$ cat config.mk
export PLATFORM = sky130hd
export DESIGN_NAME = csc_fifo
export DESIGN_NICKNAME = d
export VERILOG_FILES = /design/src/rtl/core/csc_pkg.sv /design/src/rtl/core/csc_fifo.sv
export SDC_FILE = /design/constraint.sdc
export NUM_CORES = 1
export LEC_CHECK = 0
export BUFFER_PORTS_ARGS = -buffer_cell sky130_fd_sc_hd__buf_2
export CORE_AREA = 2 2 315 224
export DETAILED_ROUTE_END_ITERATION = 8
export DIE_AREA = 0 0 317 226
export PLACE_DENSITY = 0.71
export REMOVE_ABC_BUFFERS = 1
export SLEW_MARGIN = 10
export SYNTH_ARGS = -nofsm -noshare
export SYNTH_HDL_FRONTEND = slang
export SYNTH_SLANG_ARGS = --single-unit
$ cat constraint.sdc
create_clock -name clock -period 9 [get_ports clock]
set_input_delay 1.8 -clock clock [delete_from_list [all_inputs] [get_ports clock]]
set_output_delay 1.8 -clock clock [all_outputs]
set_load 0.02 [all_outputs]
$ cat src/rtl/core/csc_pkg.sv
// package for the compaction score calculator
// types, constants and helpers shared by the front, queue, divider and back modules
// no dependencies
package csc_pkg;

   // port widths
   localparam int REQ_DATA_W = 176;
   localparam int RSP_DATA_W = 64;
   localparam int CSR_ADDR_W = 3;
   localparam int CSR_DATA_W = 32;

   // product and divider widths
   localparam int PROD_W   = 50;
   localparam int QD_NUM_W = 82;
   localparam int QD_DEN_W = 50;
   localparam int QD_Q_W   = 63;
   localparam int QD_LAT   = QD_Q_W + 1;

   // queue between front and back
   localparam int FIFO_DEPTH = 4;
   localparam int FIFO_PTR_W = 2;
   localparam int FIFO_CNT_W = 3;

   // fixed constants
   localparam logic [31:0] EPS_Q32       = 32'd42949;
   localparam logic [19:0] DEF_READ_IOPS  = 20'd100;
   localparam logic [19:0] DEF_WRITE_IOPS = 20'd300;
   localparam logic [31:0] DEF_BANDWIDTH  = 32'd31457280;
   localparam logic [63:0] SCORE_MIN      = 64'h8000_0000_0000_0000;

   // score kinds
   localparam logic KIND_BLOB = 1'b0;
   localparam logic KIND_COST = 1'b1;

   // register indexes
   typedef enum logic [CSR_ADDR_W-1:0] {
      CSR_POLICY_MODE     = 3'd0,
      CSR_BLOB_LIMIT      = 3'd1,
      CSR_BLOCK_BYTES     = 3'd2,
      CSR_MAX_BLOB_BYTES  = 3'd3,
      CSR_READ_IOPS       = 3'd4,
      CSR_READ_BANDWIDTH  = 3'd5,
      CSR_WRITE_IOPS      = 3'd6,
      CSR_WRITE_BANDWIDTH = 3'd7
   } csc_csr_type;

   // item classes decided in the front
   typedef enum logic [1:0] {
      CLS_THRESH,
      CLS_EMPTY,
      CLS_OVER,
      CLS_COST
   } csc_class_type;

   // configuration with defaults already resolved
   typedef struct packed {
      logic        mode;
      logic [15:0] blob_limit;
      logic [17:0] block_bytes;
      logic [31:0] max_blob_bytes;
      logic [19:0] r_iops;
      logic [31:0] r_bw;
      logic [19:0] w_iops;
      logic [31:0] w_bw;
   } csc_cfg_type;

   // classified word passed from front to back
   typedef struct packed {
      csc_class_type     cls;
      logic [15:0]       blobs;
      logic [31:0]       hits;
      logic [31:0]       reqs;
      logic [PROD_W-1:0] rb;
      logic [PROD_W-1:0] ub;
      logic [PROD_W-1:0] mden;
      logic              blocks_zero;
   } csc_item_type;

   typedef struct packed {
      logic full;
      logic empty;
   } csc_fifo_status_type;

   // per-word control carried beside the dividers
   typedef struct packed {
      csc_class_type cls;
      logic [15:0]   blobs;
      logic          rb_nz;
      logic          data_nz;
   } csc_side_type;

   typedef struct packed {
      csc_side_type      side;
      logic [63:0]       dval;
      logic [QD_Q_W-1:0] wr;
      logic [QD_Q_W-1:0] d5;
   } csc_mid_type;

   // saturating add of two non-negative q31.32 values
   function automatic logic [QD_Q_W-1:0] sadd(input logic [QD_Q_W-1:0] a,
                                              input logic [QD_Q_W-1:0] b);
      logic [QD_Q_W:0] s;
      s = {1'b0, a} + {1'b0, b};
      return s[QD_Q_W] ? {QD_Q_W{1'b1}} : s[QD_Q_W-1:0];
   endfunction

endpackage

$ cat src/rtl/core/csc_fifo.sv
// short queue of classified words between front and back
// depends on csc_pkg
module csc_fifo import csc_pkg::*; (
   input  logic                clock,
   input  logic                reset,
   input  logic                push,
   input  csc_item_type        push_item,
   input  logic                pop,
   output csc_item_type        pop_item,
   output csc_fifo_status_type status
);

   csc_item_type          mem [FIFO_DEPTH];
   logic [FIFO_PTR_W-1:0] wr_ptr_ff, rd_ptr_ff;
   logic [FIFO_CNT_W-1:0] count_ff;
   logic                  do_push, do_pop;

   assign status.full  = (count_ff == FIFO_CNT_W'(FIFO_DEPTH));
   assign status.empty = (count_ff == '0);
   assign do_push      = push && !status.full;
   assign do_pop       = pop && !status.empty;
   assign pop_item     = mem[rd_ptr_ff];

   // storage
   always_ff @(posedge clock) begin
      if (do_push) begin
         mem[wr_ptr_ff] <= push_item;
      end
   end

   // pointers and fill count
   always_ff @(posedge clock) begin
      if (reset) begin
         wr_ptr_ff <= '0;
         rd_ptr_ff <= '0;
         count_ff  <= '0;
      end else begin
         if (do_push) begin
            wr_ptr_ff <= wr_ptr_ff + 1'b1;
         end
         if (do_pop) begin
            rd_ptr_ff <= rd_ptr_ff + 1'b1;
         end
         if (do_push && !do_pop) begin
            count_ff <= count_ff + 1'b1;
         end else if (do_pop && !do_push) begin
            count_ff <= count_ff - 1'b1;
         end
      end
   end

endmodule

==> impl_metrics.yaml <==
pwr:
  p_sw_frac: 0.282
  power.internal_mw: 8.49
  p_leak_nw: 13.2
  power_frac_clock: 0.299
  p_seq_frac: 0.459
  combinationalPowerShare: 0.242
  p_per_area_nw_per_um2: 294
  vdd_drop_max_uv: 298
  p_sw_mw: 3.33
worst_setup_path:
  cp.required_ns: 7.20
  path_depth: 3
  critPathCaptureType: "primary output"
  crit_family: "flip-flops"
  cp_cell_sequence: "buf_12, mux4_2, buf_2"
  cp.arrival_ns: 3.31
  cp_slowest_stage_delay_ns: 0.94
  cp_slowest_cell: "dfxtp_4"
  cp.buffers_inverters: 2
  cp_max_fo: 101
  setup.worst_path.start_class: "flip-flop"
  path_class: "reg2out"
  reg2reg_depth: 4
floorplanning:
  dieHeight_um: 226
  initial_core_util: 0.495
  die_x_um: 317
  core-area_um2: 68800
  dieArea_um2: 71600
  io_pins: 472
  rows: 81
logic_synthesis:
  syn_avg_cell_area_um2: 26.9
  synthDistinctLibCells: 21
  netlist_instances: 1265
  synthArstFlopShare: 0
  synthesis.area_um2: 34100
  synth-main-ff-cell: "edfxtp_1"
  yosysSeqAreaShare: 0.827
  yosysWarnings: 0
  synth_top_area_share: 0.821
  yosysMostFrequentCell: "edfxtp_1"
  synthTopCellsByCount: "932 x edfxtp_1, 233 x mux4_2, 25 x buf_2"
  synth_largest_area_cell: "edfxtp_1"
  yosys-top-cells-area: "edfxtp_1 82%, mux4_2 15%, buf_6 0.66%"
  synth-edff-count: 932
  ys_seq_elements: 941
cells_and_area:
  drive_above_1_share: 0.453
  nets: 2026
  fillCellCount: 4831
  utilization: 0.583
  seq_area_um2: 28200
  multi_input_area_um2: 5520
  area_growth_pct: 17.8
  fin_cells: 2773
timing:
  worst_slack_ns: 3.89
  rsz0062_at_grt: "no"
  finalHoldViolCount: 0
  worst_clock_skew_ns: 0.0264
  max_slew.worst_pin.slew_ns: 1.03
  hold-worst-slack_ns: 0.533
  min_period_ns: 5.11
  slew_viol_final: 0
  slew_headroom: 0.314
  setup_violations: 0
  fmax_mhz: 196
  finalCritPeriodShare: 0.568
clock_tree:
  ctsResizeCount: 0
  root_buffer: "clkbuf_16"
  clock-sinks: 941
  cts_buffers: 86
  clk_pin_slew_worst_paths_ns: 0.06
  postCtsSetupBuffers: 0
  htree_levels: 3
  clock_path_buffers: 3
  insertion_delay_ns: 0.62
  ctsHoldBuffers: 0
  tritoncts: "yes"
placed_design:
  portBuffers: 471
  globalplace.congestion: 0.748
  pre_cts_slack_ns: 4.50
  hpwl_um: 37400
  dp.cells: 2608
global_routing:
  antenna_found_initial: 20
  grt_overflow: 0
  grt_usage: 0.178
  grt_max_degree: 129
  grt_pass1_wl_um: 95400
  grt_pass1_vias: 15500
route:
  routed_wl_um: 64600
  ant_nets: 0
  dr.first_iter.drc_count: 1112
  firstDrtPassIters: 5
  vias: 15100
  drc: 0
  vias_per_cell: 5.46
  avgRoutedWirePerCell_um: 23.3
min_path:
  hp-class: "reg2reg"
  hold_depth: 2
run_status:
  outcome: "completed"
run:
  cap_violations: 0
[per-stage QoR]
| stage | total power [mW] | instance area [µm²] | TNS [ns] |
|---|---|---|---|
| 2_1_floorplan | 7.82 | 33700 | -771.18 |
| 3_3_place_gp | 8.37 | 37400 | 0 |
| 3_5_place_dp | 8.43 | 37400 | 0 |
| 4_1_cts | 12.0 | 40100 | 0 |
| 5_1_grt | 12.3 | 40100 | 0 |
| 6_report | 11.8 | 40100 | 0 |
[layout make-up]
type / count / share of cell area
clock inverters: 42 / 0.0117
diodes: 11 / 0.000686
clock buffers: 112 / 0.0563
multi-input cells: 267 / 0.137
repair buffers: 483 / 0.0632
inverters: 4 / 0.000374
well taps: 913 / 0.0285
flip-flops and latches: 941 / 0.702
[state kept, by name (all words and copies together) (netlist names), named ones only]
| name | flops |
|---|---|
| mem | 932 |
| rd_ptr_ff | 2 |
| wr_ptr_ff | 2 |
| count_ff | 3 |
[cell usage in the layout, fill, tap and decap left out, types with 2 or more instances in the layout]
cell and instances:
buf_12 7, or3_1 2, clkbuf_16 86, dfxtp_4 2, mux4_2 233, diode_2 11, inv_1 4, mux2i_1 2
nand2b_1 2, clkinv_1 14, clkbuf_1 25, bufinv_16 9, clkinv_2 12, buf_4 5, buf_2 471, ha_1 5
o21ai_0 2, edfxtp_1 932, inv_6 2, clkinv_8 3, xor2_1 4, and2_4 4, a21oi_1 2, dfxtp_1 7
nor2_1 6
[path summary, 6_finish.rpt]
check / end / startpoint / slack, ns
max: pop_item[181] / flip-flop / 3.89
max reg2reg: mem[0][93]$_DFFE_PP_ / count_ff[0]$_SDFFE_PP0P_ / 5.90
min: rd_ptr_ff[1]$_SDFFE_PP0P_ / rd_ptr_ff[1]$_SDFFE_PP0P_ / 0.53
min reg2reg: rd_ptr_ff[1]$_SDFFE_PP0P_ / rd_ptr_ff[1]$_SDFFE_PP0P_ / 0.53
[logic make-up after synthesis]
family	count (synthesis)	share of synthesized area
xor+xnor	4	0.00103
compound gates	6	0.00107
flops	941	0.827
fa+ha+maj	6	0.00242
buf+inv	57	0.0116
mux	235	0.155
simple gates	16	0.00250
[worst register-to-register path: cells and delay by family, from the launching register on]
kind	cells	cell delay, ns
AND/OR/NAND/NOR	3	1.35
buffers and inverters	1	0.57
flip-flops	1	0.45
[routing by layer]
metal	track usage	up-vias	wire [µm]
met3	0.0580	125	5130
met4	0.0580	26	1690
met5	0	-	166
li1	-	6574	-
met2	0.279	459	31400
met1	0.240	7945	26200
[power groups by stage]
stage	Sequential, mW	Combinational, mW	Clock (mW)
after floorplan	5.77	2.05	0
after global placement	5.49	2.88	0
after detailed placement	5.52	2.90	0
after CTS	5.43	2.92	3.62
after global routing	5.47	3.04	3.77
final	5.42	2.86	3.53
Note: power is estimated with default switching activity, not from simulation.
