===== src/rtl/core/csc_pkg.sv =====
// package for the compaction score calculator
// types, constants and helpers shared by the front, queue, divider and back modules
// no dependencies
package csc_pkg;

   // port widths
   localparam int REQ_DATA_W = 176;
   localparam int RSP_DATA_W = 64;
   localparam int CSR_ADDR_W = 3;
   localparam int CSR_DATA_W = 32;

   // product and divider widths
   localparam int PROD_W   = 50;
   localparam int QD_NUM_W = 82;
   localparam int QD_DEN_W = 50;
   localparam int QD_Q_W   = 63;
   localparam int QD_LAT   = QD_Q_W + 1;

   // queue between front and back
   localparam int FIFO_DEPTH = 4;
   localparam int FIFO_PTR_W = 2;
   localparam int FIFO_CNT_W = 3;

   // fixed constants
   localparam logic [31:0] EPS_Q32       = 32'd42949;
   localparam logic [19:0] DEF_READ_IOPS  = 20'd100;
   localparam logic [19:0] DEF_WRITE_IOPS = 20'd300;
   localparam logic [31:0] DEF_BANDWIDTH  = 32'd31457280;
   localparam logic [63:0] SCORE_MIN      = 64'h8000_0000_0000_0000;

   // score kinds
   localparam logic KIND_BLOB = 1'b0;
   localparam logic KIND_COST = 1'b1;

   // register indexes
   typedef enum logic [CSR_ADDR_W-1:0] {
      CSR_POLICY_MODE     = 3'd0,
      CSR_BLOB_LIMIT      = 3'd1,
      CSR_BLOCK_BYTES     = 3'd2,
      CSR_MAX_BLOB_BYTES  = 3'd3,
      CSR_READ_IOPS       = 3'd4,
      CSR_READ_BANDWIDTH  = 3'd5,
      CSR_WRITE_IOPS      = 3'd6,
      CSR_WRITE_BANDWIDTH = 3'd7
   } csc_csr_type;

   // item classes decided in the front
   typedef enum logic [1:0] {
      CLS_THRESH,
      CLS_EMPTY,
      CLS_OVER,
      CLS_COST
   } csc_class_type;

   // configuration with defaults already resolved
   typedef struct packed {
      logic        mode;
      logic [15:0] blob_limit;
      logic [17:0] block_bytes;
      logic [31:0] max_blob_bytes;
      logic [19:0] r_iops;
      logic [31:0] r_bw;
      logic [19:0] w_iops;
      logic [31:0] w_bw;
   } csc_cfg_type;

   // classified word passed from front to back
   typedef struct packed {
      csc_class_type     cls;
      logic [15:0]       blobs;
      logic [31:0]       hits;
      logic [31:0]       reqs;
      logic [PROD_W-1:0] rb;
      logic [PROD_W-1:0] ub;
      logic [PROD_W-1:0] mden;
      logic              blocks_zero;
   } csc_item_type;

   typedef struct packed {
      logic full;
      logic empty;
   } csc_fifo_status_type;

   // per-word control carried beside the dividers
   typedef struct packed {
      csc_class_type cls;
      logic [15:0]   blobs;
      logic          rb_nz;
      logic          data_nz;
   } csc_side_type;

   typedef struct packed {
      csc_side_type      side;
      logic [63:0]       dval;
      logic [QD_Q_W-1:0] wr;
      logic [QD_Q_W-1:0] d5;
   } csc_mid_type;

   // saturating add of two non-negative q31.32 values
   function automatic logic [QD_Q_W-1:0] sadd(input logic [QD_Q_W-1:0] a,
                                              input logic [QD_Q_W-1:0] b);
      logic [QD_Q_W:0] s;
      s = {1'b0, a} + {1'b0, b};
      return s[QD_Q_W] ? {QD_Q_W{1'b1}} : s[QD_Q_W-1:0];
   endfunction

endpackage


===== src/rtl/core/csc_front.sv =====
// front part: accepts range statistics, classifies them, forms the byte products
// depends on csc_pkg
module csc_front import csc_pkg::*; (
   input  logic                  clock,
   input  logic                  reset,
   input  csc_cfg_type           cfg,
   input  logic                  req_tvalid,
   output logic                  req_tready,
   // blob_total, block_total, used_blocks, read_requests, read_blob_hits,
   // read_block_total
   input  logic [REQ_DATA_W-1:0] req_tdata,
   input  logic                  full,
   output logic                  push,
   output csc_item_type          item,
   output logic                  busy
);

   logic [15:0]  blobs;
   logic [31:0]  blocks, used, reqs, hits, rblocks;
   logic         advance;
   logic         f_valid_ff;
   csc_item_type f_item_ff;
   csc_item_type f_item_in;

   assign blobs   = req_tdata[15:0];
   assign blocks  = req_tdata[47:16];
   assign used    = req_tdata[79:48];
   assign reqs    = req_tdata[111:80];
   assign hits    = req_tdata[143:112];
   assign rblocks = req_tdata[175:144];

   // classify and form products
   always_comb begin
      f_item_in.blobs       = blobs;
      f_item_in.hits        = hits;
      f_item_in.reqs        = reqs;
      f_item_in.rb          = PROD_W'(rblocks) * PROD_W'(cfg.block_bytes);
      f_item_in.ub          = PROD_W'(used) * PROD_W'(cfg.block_bytes);
      f_item_in.blocks_zero = (blocks == 32'd0);
      if (blocks == 32'd0) begin
         f_item_in.mden = PROD_W'(1);
      end else begin
         f_item_in.mden = PROD_W'(blocks) * PROD_W'(cfg.block_bytes);
      end
      priority if (!cfg.mode) begin
         f_item_in.cls = CLS_THRESH;
      end else if (blobs == 16'd0) begin
         f_item_in.cls = CLS_EMPTY;
      end else if (blobs > cfg.blob_limit) begin
         f_item_in.cls = CLS_OVER;
      end else begin
         f_item_in.cls = CLS_COST;
      end
   end

   // one word of staging ahead of the queue
   assign advance    = !f_valid_ff || !full;
   assign req_tready = advance;
   assign push       = f_valid_ff && !full;
   assign item       = f_item_ff;
   assign busy       = f_valid_ff;

   always_ff @(posedge clock) begin
      if (reset) begin
         f_valid_ff <= 1'b0;
      end else if (advance) begin
         f_valid_ff <= req_tvalid;
      end
   end

   always_ff @(posedge clock) begin
      if (advance && req_tvalid) begin
         f_item_ff <= f_item_in;
      end
   end

endmodule


===== config.mk =====
export PLATFORM = sky130hd
export DESIGN_NAME = csc_front
export DESIGN_NICKNAME = d
export VERILOG_FILES = /design/src/rtl/core/csc_pkg.sv /design/src/rtl/core/csc_front.sv
export SDC_FILE = /design/constraint.sdc
export NUM_CORES = 2
export LEC_CHECK = 0
export BUFFER_PORTS_ARGS = -buffer_cell sky130_fd_sc_hd__buf_4
export CORE_MARGIN = 2
export CORE_UTILIZATION = 50
export CTS_BUF_LIST = sky130_fd_sc_hd__clkbuf_4
export DETAILED_ROUTE_END_ITERATION = 10
export MAX_ROUTING_LAYER = met4
export PLACE_DENSITY_LB_ADDON = 0.05
export SYNTH_ARGS = -nofsm -noshare
export SYNTH_HDL_FRONTEND = slang
export SYNTH_SLANG_ARGS = --single-unit

===== constraint.sdc =====
create_clock -name clock -period 6.27 [get_ports clock]
set_input_delay 0.627 -clock clock [delete_from_list [all_inputs] [get_ports clock]]
set_output_delay 0.627 -clock clock [all_outputs]
set_load 0.01 [all_outputs]

==> metrics <==
average size of a mapped cell=9.119 um2; Worst-Margin Slew=0.8375 ns; register area share after synthesis=11.20%; Post-Syn Instances=6869; syn nets=9048; ANT nets after route=0; core footprint=124000 um2; largest net degree at the start of global routing=approximately 120; Layout Cells excl Fill=9615; Root Driver=clkbuf_4; fmax=between 0.15 and 0.2 GHz; first-pass GRT wire length=278400 um; CP Launch Type=input port; hold crit path type=input port to flip-flop; Clk Latency, worst-skew pair=0.98 ns; Max Slew Vio Count=0; Post-synth EDFFs=233; vias in the first global route=51800; via count=47978; Num CTS Buffers=68; GRT overflow=0; crit path DAT=6.79 ns; yosys warns=0; dpl hpwl=around 150000 um; Worst path slowest cell=fa_1; Nets=10092; DR vias/cell=4.990; Min Clock Period, post-route=6.120 ns; skew final=about 0.07 ns; Critical Path Most Common Cell=fa_1; Post-Synth Adder-Cell Area=between 50% and 60%; Mapped Area=62640 um2; run status=finished clean; Rows=129; PortBufs=450; Clock Sinks=234; simple-gate area share of the yosys netlist=between 10% and 20%; final hold violation count=0; Fin Setup TNS=0 ns; Yosys reg bits=234; GP Congestion=between 0.9 and 1; clock buffer depth=3; most common flop cell mapped by yosys=edfxtp_1; slowest stage delay, CP=0.60 ns; die area=around 130000 um2; Inst Count DP=9397; I/O pins=587; initial antenna violation count=15; Reg clk slew, reported paths=~0.070 ns; post-synthesis xor/xnor area fraction=1.776%; Die H=between 300 and 400 um; H-tree levels=3; Max Cap Viol=0; Yosys cell types=75; # setup viols final=0; Total GRT Usage=28.65%; FFs w/ async S/R, synth=0%; Compound-Gate Fraction of Synth Area=approximately 4.8%; Setup CP Type=input port to flip-flop; initial core utilization=50.53%; Layout area overhead=20.47%; final WL=between 150000 and 200000 um; CTS tree=done; share of cells above drive strength 1=18.28%; DR pass1 iterations=5; DIE WIDTH=357.9 um; Crit Path Max Fanout=25; drc violations=0; WL/cell=roughly 18 um; Critical Path End Type=flip-flop; Iter 0 DRT Violations=~2600; Slew HR=approximately 44%; worst path required time=approximately 6.9 ns; multiplexer share of the synthesized area=0.03396%; main combinational cell family by area after synthesis=adder cells; fin crit share=97.61%; RSZ-0062 raised after global routing=no; hold slack=0.2077 ns
## logic make-up after synthesis
family                     Yosys count
AOI/OAI and AO/OA                  466
adders and majority gates         1828
muxes                                2
xor gates and xnor gates           127
DFF                                234
and+or+nand+nor                   2100
buffers and inverters             2112
## cell usage in the layout (no fill, tap or decap), drive strengths merged, types with 23 or more instances in the layout
cell	synthesis	layout
a21oi	162	162
nand2	1183	1183
clkbuf	393	95
and2	653	653
a21o	78	78
edfxtp	233	233
fa	1440	1440
ha	388	388
nand3	23	23
o21ai	83	83
nand4	36	36
xor2	46	46
buf	9	1293
dlygate4sd3	0	83
inv	1710	1715
xnor2	81	81
nor2	113	113
o21bai	24	24
## layout make-up
| cell class | count | area (um2) |
|---|---|---|
| inverters | 1710 | 6419 |
| clock buffers | 95 | 713.2 |
| clock inverters | 20 | 107.6 |
| well taps | 1637 | 2048 |
| multi-input cells | 4523 | 47930 |
| fillers | 11059 | 48500 |
| repair buffers | 1376 | 11170 |
| diodes | 20 | 50.05 |
| flip-flops and latches | 234 | 7017 |
## flip-flops by register name, summed over array words and instances (netlist names)
name  cells
item    233
busy      1
## critical path, delay by kind of cell
family	cells	cell delay, ns
buffers and inverters	8	1.15
AND/OR/NAND/NOR	5	0.76
adder cells (fa/ha/maj)	7	3.41
AO/OA/AOI/OAI	5	0.82
## repair_timing
item,4_1_cts,5_1_grt
setup buffers,0,1
hold buffers,83,0
endpoints found under the setup margin,5,19
gates resized for setup,3,15
pin swaps,0,1
hold endpoints to repair,83,0
## stage by stage
step	setup slack [ns]	util, %	instance area (um2)
after floorplan	-0.2033	-	63360
after global placement	-1.255	59.44	73680
after detailed placement	-1.256	59.44	73680
after CTS	0.02666	60.78	75340
after global routing	0.002035	60.87	75450
final	0.1497	60.87	75460
## per-layer routing
layer | GRT usage [%] | share of wire, % | up-vias
li1 | - | - | 22173
met4 | 6.343 | 2.1 | 0
met2 | 45.75 | 48 | 1203
met5 | - | 0 | -
met3 | 4.249 | 5.7 | 196
met1 | 38.96 | 44 | 24406
## synthesized netlist by cell type, types with 2 or more instances
cell type | n | share of area (%)
inv_1 | 1710 | 10
fa_1 | 1440 | 46
nand2_1 | 1183 | 7.1
and2_1 | 652 | 6.5
clkbuf_1 | 392 | 2.3
ha_1 | 388 | 7.8
edfxtp_1 | 233 | 11
a21oi_1 | 160 | 1.3
nor2_1 | 113 | 0.68
xnor2_1 | 81 | 1.1
a21o_1 | 75 | 0.90
o21ai_0 | 75 | 0.60
xor2_1 | 46 | 0.64
nand4_1 | 36 | 0.36
o21bai_1 | 24 | 0.29
nand3_1 | 22 | 0.18
a31oi_1 | 19 | 0.19
nor2b_1 | 19 | 0.19
nor3_1 | 18 | 0.14
a211oi_1 | 17 | 0.20
and3_1 | 14 | 0.14
nor4_1 | 14 | 0.14
o21a_1 | 13 | 0.16
nand2b_1 | 12 | 0.12
o211ai_1 | 9 | 0.11
o31ai_1 | 8 | 0.096
a211o_1 | 6 | 0.084
o21ai_1 | 6 | 0.048
o22ai_1 | 6 | 0.060
buf_1 | 5 | 0.030
o2111ai_1 | 5 | 0.070
a221o_1 | 4 | 0.064
o221ai_1 | 4 | 0.056
or3_1 | 4 | 0.040
a21o_2 | 3 | 0.042
a41oi_1 | 3 | 0.042
and4_1 | 3 | 0.042
o31a_1 | 3 | 0.042
a2111o_1 | 2 | 0.036
a2111oi_0 | 2 | 0.028
a21boi_0 | 2 | 0.024
buf_6 | 2 | 0.036
nand3b_1 | 2 | 0.024
o211a_1 | 2 | 0.032
o21ai_2 | 2 | 0.028
## path summary, 6_finish.rpt
| path | startpoint | to | slack (ns) | cells after the start |
|---|---|---|---|---|
| setup / recovery | cfg[149] | item[150] | 0.15 | 25 |
| hold / removal | req_tvalid | item[156] | 0.21 | 2 |
| setup reg to reg | busy | item[142] | 4.30 | 3 |
| hold reg to reg | busy | item[156] | 0.97 | 2 |
Power is not shown: default switching activity piles up to over one toggle a cycle in this logic, so the estimate is an artifact.
